===== src/hdl/mea_pkg.sv =====
// Shared types and constants for the modular element ALU.
package mea_pkg;

  localparam int unsigned WORD_BITS  = 60;
  localparam int unsigned SHIFT_BITS = 128;
  localparam int unsigned CNT_BITS   = $clog2(SHIFT_BITS);
  localparam int unsigned LOOP_BITS  = $clog2(WORD_BITS);
  localparam int unsigned LAST_RED   = WORD_BITS - 1;
  localparam int unsigned LAST_MUL   = 2 * WORD_BITS - 1;
  localparam int unsigned LAST_WIDE  = SHIFT_BITS - 1;
  localparam int unsigned CFG_BITS   = 2;

  localparam logic [3:0] KIND_ADD     = 4'd0;
  localparam logic [3:0] KIND_SUB     = 4'd1;
  localparam logic [3:0] KIND_MUL     = 4'd2;
  localparam logic [3:0] KIND_EXP     = 4'd3;
  localparam logic [3:0] KIND_INV     = 4'd4;
  localparam logic [3:0] KIND_SWITCH  = 4'd5;
  localparam logic [3:0] KIND_CREDUCE = 4'd6;
  localparam logic [3:0] KIND_MULRND  = 4'd7;
  localparam logic [3:0] KIND_DIVRND  = 4'd8;

  localparam logic [CFG_BITS-1:0] REG_MODULUS   = 2'd0;
  localparam logic [CFG_BITS-1:0] REG_TARGET    = 2'd1;
  localparam logic [CFG_BITS-1:0] REG_ROUND_NUM = 2'd2;
  localparam logic [CFG_BITS-1:0] REG_ROUND_DEN = 2'd3;

  typedef enum logic [4:0] {
    OP_NONE, OP_LOAD, OP_DIV_STEP, OP_SAVE_N, OP_MUL_INIT_NB, OP_MUL_DBL,
    OP_MUL_ADD, OP_EXP_INIT, OP_MUL_INIT_SQ, OP_MUL_INIT_BASE, OP_EXP_TAKE,
    OP_EXP_SHIFT, OP_EU_INIT, OP_EU_DIV_LOAD, OP_EU_MUL_INIT, OP_EU_UPDATE,
    OP_SW_LOAD_N, OP_SW_MID, OP_RD_INIT, OP_PROD_STEP, OP_CLR_R, OP_RD_ADJ,
    OP_FIN
  } op_t;

  typedef enum logic [1:0] {DSEL_M, DSEL_NM, DSEL_D, DSEL_R1} dsel_t;

  typedef enum logic [4:0] {
    S_IDLE, S_RED_N, S_SAVE_N, S_RED_B, S_MUL2_INIT, S_MUL, S_EXP_INIT,
    S_EXP_SQ, S_EXP_AFTER, S_EXP_BASE, S_EXP_NEXT, S_EU_INIT, S_EU_TEST,
    S_EU_DIV, S_EU_MUL_INIT, S_EU_UPDATE, S_SW_LOAD, S_SW_RED1, S_SW_MID,
    S_SW_RED2, S_RD_INIT, S_RD_PROD, S_RD_CLR, S_RD_DIV, S_RD_ADJ, S_RD_RED,
    S_FIN
  } state_t;

  typedef struct packed {
    op_t   op;
    dsel_t dsel;
  } cmd_t;

  typedef struct packed {
    logic [3:0] kind;
    logic       e_msb;
    logic       r1_zero;
  } status_t;

endpackage


===== src/hdl/mea_ctrl.sv =====
// Controller: sequences datapath operations per operation kind and owns the handshakes.
module mea_ctrl (
  input  logic             clk,
  input  logic             rst,
  input  logic             in_valid,
  output logic             in_ready,
  output logic             out_valid,
  input  logic             out_ready,
  input  mea_pkg::status_t status,
  output mea_pkg::cmd_t    cmd
);
  import mea_pkg::*;

  state_t                state, state_next;
  logic [CNT_BITS-1:0]   cnt, cnt_next;
  logic [LOOP_BITS-1:0]  lcnt, lcnt_next;
  logic                  sq, sq_next;
  logic                  out_valid_next;
  logic                  out_free;
  logic                  red_last, mul_last, wide_last;

  assign out_free  = !out_valid || out_ready;
  assign red_last  = (cnt == CNT_BITS'(LAST_RED));
  assign mul_last  = (cnt == CNT_BITS'(LAST_MUL));
  assign wide_last = (cnt == CNT_BITS'(LAST_WIDE));
  assign in_ready  = (state == S_IDLE);

  always_ff @(posedge clk) begin
    if (rst) begin
      state     <= S_IDLE;
      cnt       <= '0;
      lcnt      <= '0;
      sq        <= 1'b0;
      out_valid <= 1'b0;
    end else begin
      state     <= state_next;
      cnt       <= cnt_next;
      lcnt      <= lcnt_next;
      sq        <= sq_next;
      out_valid <= out_valid_next;
    end
  end

  always_comb begin
    state_next     = state;
    cnt_next       = cnt + CNT_BITS'(1);
    lcnt_next      = lcnt;
    sq_next        = sq;
    out_valid_next = out_valid && !out_ready;
    cmd.op         = OP_NONE;
    cmd.dsel       = DSEL_M;
    case (state)
      S_IDLE: begin
        cnt_next = '0;
        if (in_valid) begin
          cmd.op     = OP_LOAD;
          state_next = S_RED_N;
        end
      end
      S_RED_N: begin
        cmd.op = OP_DIV_STEP;
        if (red_last) state_next = S_SAVE_N;
      end
      S_SAVE_N: begin
        cmd.op   = OP_SAVE_N;
        cnt_next = '0;
        case (status.kind) inside
          KIND_ADD, KIND_SUB, KIND_MUL: state_next = S_RED_B;
          KIND_EXP:                     state_next = S_EXP_INIT;
          KIND_INV:                     state_next = S_EU_INIT;
          KIND_SWITCH, KIND_CREDUCE:    state_next = S_SW_LOAD;
          KIND_MULRND, KIND_DIVRND:     state_next = S_RD_INIT;
          default:                      state_next = S_FIN;
        endcase
      end
      S_RED_B: begin
        cmd.op = OP_DIV_STEP;
        if (red_last) state_next = (status.kind == KIND_MUL) ? S_MUL2_INIT : S_FIN;
      end
      S_MUL2_INIT: begin
        cmd.op     = OP_MUL_INIT_NB;
        cnt_next   = '0;
        state_next = S_MUL;
      end
      S_MUL: begin
        // even cycles double, odd cycles conditionally add
        cmd.op = cnt[0] ? OP_MUL_ADD : OP_MUL_DBL;
        if (mul_last) begin
          case (status.kind)
            KIND_EXP: state_next = S_EXP_AFTER;
            KIND_INV: state_next = S_EU_UPDATE;
            default:  state_next = S_FIN;
          endcase
        end
      end
      S_EXP_INIT: begin
        cmd.op     = OP_EXP_INIT;
        lcnt_next  = '0;
        state_next = S_EXP_SQ;
      end
      S_EXP_SQ: begin
        cmd.op     = OP_MUL_INIT_SQ;
        cnt_next   = '0;
        sq_next    = 1'b1;
        state_next = S_MUL;
      end
      S_EXP_AFTER: begin
        cmd.op     = OP_EXP_TAKE;
        state_next = (sq && status.e_msb) ? S_EXP_BASE : S_EXP_NEXT;
      end
      S_EXP_BASE: begin
        cmd.op     = OP_MUL_INIT_BASE;
        cnt_next   = '0;
        sq_next    = 1'b0;
        state_next = S_MUL;
      end
      S_EXP_NEXT: begin
        cmd.op     = OP_EXP_SHIFT;
        lcnt_next  = lcnt + LOOP_BITS'(1);
        state_next = (lcnt == LOOP_BITS'(LAST_RED)) ? S_FIN : S_EXP_SQ;
      end
      S_EU_INIT: begin
        cmd.op     = OP_EU_INIT;
        state_next = S_EU_TEST;
      end
      S_EU_TEST: begin
        cnt_next = '0;
        if (status.r1_zero) begin
          state_next = S_FIN;
        end else begin
          cmd.op     = OP_EU_DIV_LOAD;
          state_next = S_EU_DIV;
        end
      end
      S_EU_DIV: begin
        cmd.op   = OP_DIV_STEP;
        cmd.dsel = DSEL_R1;
        if (red_last) state_next = S_EU_MUL_INIT;
      end
      S_EU_MUL_INIT: begin
        cmd.op     = OP_EU_MUL_INIT;
        cnt_next   = '0;
        state_next = S_MUL;
      end
      S_EU_UPDATE: begin
        cmd.op     = OP_EU_UPDATE;
        state_next = S_EU_TEST;
      end
      S_SW_LOAD: begin
        cmd.op     = OP_SW_LOAD_N;
        cnt_next   = '0;
        state_next = S_SW_RED1;
      end
      S_SW_RED1: begin
        cmd.op   = OP_DIV_STEP;
        cmd.dsel = DSEL_NM;
        if (red_last) state_next = S_SW_MID;
      end
      S_SW_MID: begin
        cmd.op     = OP_SW_MID;
        cnt_next   = '0;
        state_next = S_SW_RED2;
      end
      S_SW_RED2: begin
        cmd.op   = OP_DIV_STEP;
        cmd.dsel = DSEL_NM;
        if (red_last) state_next = S_FIN;
      end
      S_RD_INIT: begin
        cmd.op     = OP_RD_INIT;
        cnt_next   = '0;
        state_next = S_RD_PROD;
      end
      S_RD_PROD: begin
        cmd.op = OP_PROD_STEP;
        if (red_last) state_next = S_RD_CLR;
      end
      S_RD_CLR: begin
        cmd.op     = OP_CLR_R;
        cnt_next   = '0;
        state_next = S_RD_DIV;
      end
      S_RD_DIV: begin
        cmd.op   = OP_DIV_STEP;
        cmd.dsel = DSEL_D;
        if (wide_last) state_next = S_RD_ADJ;
      end
      S_RD_ADJ: begin
        cmd.op     = OP_RD_ADJ;
        cnt_next   = '0;
        state_next = S_RD_RED;
      end
      S_RD_RED: begin
        cmd.op = OP_DIV_STEP;
        if (wide_last) state_next = S_FIN;
      end
      S_FIN: begin
        if (out_free) begin
          cmd.op         = OP_FIN;
          out_valid_next = 1'b1;
          state_next     = S_IDLE;
        end
      end
      default: state_next = S_IDLE;
    endcase
  end

  a_accept_starts: assert property (@(posedge clk) disable iff (rst)
    (in_valid && in_ready) |=> (state == S_RED_N))
    else $error("accepted item did not start reduction");

  a_fin_presents: assert property (@(posedge clk) disable iff (rst)
    (state == S_FIN && out_free) |=> (out_valid && state == S_IDLE))
    else $error("finished result not presented");

  a_mul_ends: assert property (@(posedge clk) disable iff (rst)
    (state == S_MUL && mul_last) |=> (state != S_MUL))
    else $error("multiplier ran past its last step");

endmodule


===== config.mk =====
export PLATFORM = sky130hd
export DESIGN_NAME = mea_ctrl
export DESIGN_NICKNAME = d
export VERILOG_FILES = /design/src/hdl/mea_pkg.sv /design/src/hdl/mea_ctrl.sv
export SDC_FILE = /design/constraint.sdc
export NUM_CORES = 1
export LEC_CHECK = 0
export BUFFER_PORTS_ARGS = -buffer_cell sky130_fd_sc_hd__clkbuf_2
export CORE_MARGIN = 2
export CORE_UTILIZATION = 40
export DETAILED_ROUTE_END_ITERATION = 8
export GPL_ROUTABILITY_DRIVEN = 0
export PLACE_DENSITY_LB_ADDON = 0.12
export SLEW_MARGIN = 0
export SYNTH_ARGS = -nofsm -noshare
export SYNTH_HDL_FRONTEND = slang
export SYNTH_SLANG_ARGS = --single-unit

===== constraint.sdc =====
create_clock -name clk -period 2.25 [get_ports clk]
set_input_delay 0.1125 -clock clk [delete_from_list [all_inputs] [get_ports clk]]
set_output_delay 0.1125 -clock clk [all_outputs]
set_load 0.01 [all_outputs]

==> reports/qor.csv <==
metric;value;unit
run_status;finished clean;
synth.cell_area;1820;um^2
synth_flop_cell;sky130_fd_sc_hd__dfxtp_1;
layout_min_cycle_time;2.06;ns
core-area;4350;um^2
layout.cells.most_common_list;sky130_fd_sc_hd__nor2_1, sky130_fd_sc_hd__nand2_1, sky130_fd_sc_hd__dfxtp_1, sky130_fd_sc_hd__clkbuf_2;
most_common_cell_after_layout_fill_and_taps_aside;sky130_fd_sc_hd__nor2_1;
cp_data_arrival_time;1.95;ns
leakagePower;0.000686;uW
tritoncts_num_sinks;20;
placementRows;24;
vias_cell;6.07;
critical_path_depth;7;
post-route-drc-count;0;
worstPathMaxFanout;18;
clock_tree.buffer_depth;2;
hold_buf_cts;0;
post_synth_num_cell_types;65;
worstPathRequired;2.14;ns
final-hold-violation-count;0;
timing.clock.skew;0.00558;ns
post_cts_buffers;0;
maxUsedRoutingLayer;met4;
routedLengthMet1;2450;um
synth_top_cell_by_area;sky130_fd_sc_hd__dfxtp_1;
async_set_or_reset_flop_fraction_in_the_synthesized_netlist;0;
cp-startpoint;state[4]$_SDFFE_PP0P_;
worstPathCellList;buf_4 -> nor2_1 -> nand2_1 -> o2bb2ai_1 -> a21oi_1 -> o211ai_1 -> clkbuf_2;
critical_path.endpoint_type;output port;
route.vias.total;1895;
clock.fmax;0.485;GHz
totalPowerFinal;1940;uW
sequential_area;403;um^2
startpoint_type;flip-flop;
worst_skew_pair.late_latency;0.26;ns
highest_cell_delay_on_the_worst_timing_path;0.39;ns
die_w;71.4;um
fin_crit_sh;0.916;
insertedDiodeCount;0;
critPathKind;reg2out;
layout.filler_cells;466;
dpl-instance-area;1960;um^2
maxSlewViolCount;0;
tritoncts.num_buffers;3;
max_cap_viol_count;0;
cts_tree;yes;
cell_with_the_biggest_individual_delay_on_the_critical_path;sky130_fd_sc_hd__dfxtp_1;
post_route_cells_drive_above_1_share;0.196;
pre_cts_ws;0.243;ns
min_path_cells;2;
fp.dieH;71.4;um
first_pass_grt_wire_length;8760;um
synth_sequential_area_ratio;0.220;
max_slew_headroom;0.709;
multiInputGateArea;1280;um^2
r2r_end;state[3]$_SDFFE_PP0P_;
area_growth_synth_to_finish;11.1;%
final_routed_wirelength;5160;um
rr_worst_depth;6;
met3_wirelength;353;um
rsz0062_at_grt;false;
synthesis.area_per_instance;7.39;um^2
netlist_instances;246;
num-nets-final;273;
fp.dieArea;5100;um^2
yosys_register_bits;20;
routedWlPerCell;16.5;um
htree_levels;1;
setup_slack;0.190;ns
hpwl;3930;um
clock_tree.root_cell;sky130_fd_sc_hd__clkbuf_8;
finalInstanceArea;2020;um^2
synthesis.nets;258;
finalSetupViolations;0;
initial_utilization;0.418;
worst_hold_path_type;in2reg;
fin_tns_setup;0;ns
r2r_slack;0.23;ns
port_buffers;18;
vdd.ir_drop.worst;0.604;mV
tightestPinTransition;0.426;ns
pwr_density_cell;958;nW/um^2
synth_enable_flop_cells;0;
dr_wl_met2;2350;um
synth_top_cell_area_share;0.220;
clkTransAtPathRegs;0.08;ns
crit_end;cmd[2];
drtPass1Iterations;4;
grt_max_degree;19;
crit-reg2reg-launch;cnt[0]$_SDFF_PP0_;
ant_nets;0;
synth.top_cells.by_area;sky130_fd_sc_hd__dfxtp_1, sky130_fd_sc_hd__nor2_1, sky130_fd_sc_hd__nand2_1, sky130_fd_sc_hd__nand2b_1, sky130_fd_sc_hd__a21oi_1;
yosys_warnings;0;
dr.first_iter.drc_count;153;
critical_path_buf_inv_count;2;
cts.repair.resized;0;
critical_path.top_delay_family;simple AND/OR/NAND/NOR gates;
top_level_ports;19;
overflow;0;
antenna_found_initial;0;
first_global_vias;1715;
global_route.usage.total;0.215;
per-stage QoR:
| stage | hold slack [ns] | utilization | cells |
|---|---|---|---|
| after detailed placement | 0.486 | 0.451 | 308 |
| after floorplan | 0.384 | - | 246 |
| after global placement | 0.474 | 0.451 | 308 |
| final | 0.204 | 0.464 | 312 |
| after global routing | 0.227 | 0.464 | 312 |
| after CTS | 0.215 | 0.464 | 312 |
cells by family after synthesis:
logic type	synth area share
and+or+nand+nor	0.325
AOI/OAI and AO/OA	0.310
buffers and inverters	0.0778
DFF	0.220
xor gates and xnor gates	0.0241
muxes	0.0296
adders and majority gates	0.0138
cell usage after synthesis, types with 6 or more instances:
cell type                  number
sky130_fd_sc_hd__o21ai_0       12
sky130_fd_sc_hd__buf_2         11
sky130_fd_sc_hd__nor2_1        29
sky130_fd_sc_hd__nand2b_1      12
sky130_fd_sc_hd__nand2_1       20
sky130_fd_sc_hd__a21oi_1       14
sky130_fd_sc_hd__clkbuf_1       6
sky130_fd_sc_hd__nand3_1        8
sky130_fd_sc_hd__dfxtp_1       20
layout make-up:
type	count	area share
multi-input combinational	197	0.632
inverter	7	0.0130
timing repair buffer	32	0.0966
clock buffer	4	0.0272
sequential	20	0.199
tap	52	0.0322
how the worst min path moves through the flow:
stage,slack (ns),end,start
floorplan,0.38,out_valid$_SDFF_PP0_,out_ready
global placement,0.47,cnt[0]$_SDFF_PP0_,cnt[0]$_SDFF_PP0_
detailed placement,0.49,lcnt[1]$_SDFFE_PP0P_,lcnt[1]$_SDFFE_PP0P_
CTS,0.21,lcnt[1]$_SDFFE_PP0P_,rst
global route,0.23,sq$_SDFFE_PP0P_,rst
finish,0.20,lcnt[1]$_SDFFE_PP0P_,rst
worst register-to-register path, cell delays in order, from the launching register on:
cell and delay, ns:
sky130_fd_sc_hd__dfxtp_1 0.43, sky130_fd_sc_hd__ha_1 0.27, sky130_fd_sc_hd__nand4_1 0.14, sky130_fd_sc_hd__or3b_1 0.40, sky130_fd_sc_hd__a211oi_2 0.31, sky130_fd_sc_hd__a21oi_2 0.13
sky130_fd_sc_hd__a22o_1 0.25
registers in the layout, indices dropped and copies added (netlist names):
name	flops
cnt	7
lcnt	6
out_valid	1
sq	1
state	5
where the power goes:
group	internal (uW)	total [uW]	switching, uW
logic	462	1180	722
registers	397	479	81.8
clock network	156	273	118
total	1010	1940	921
layer usage:
metal / vias up / global-route usage
met3: 2 / 0.0464
met1: 902 / 0.310
met4: 0 / 0.0189
met5: - / 0
li1: 945 / -
met2: 46 / 0.343
(Power assumes the default switching activity.)
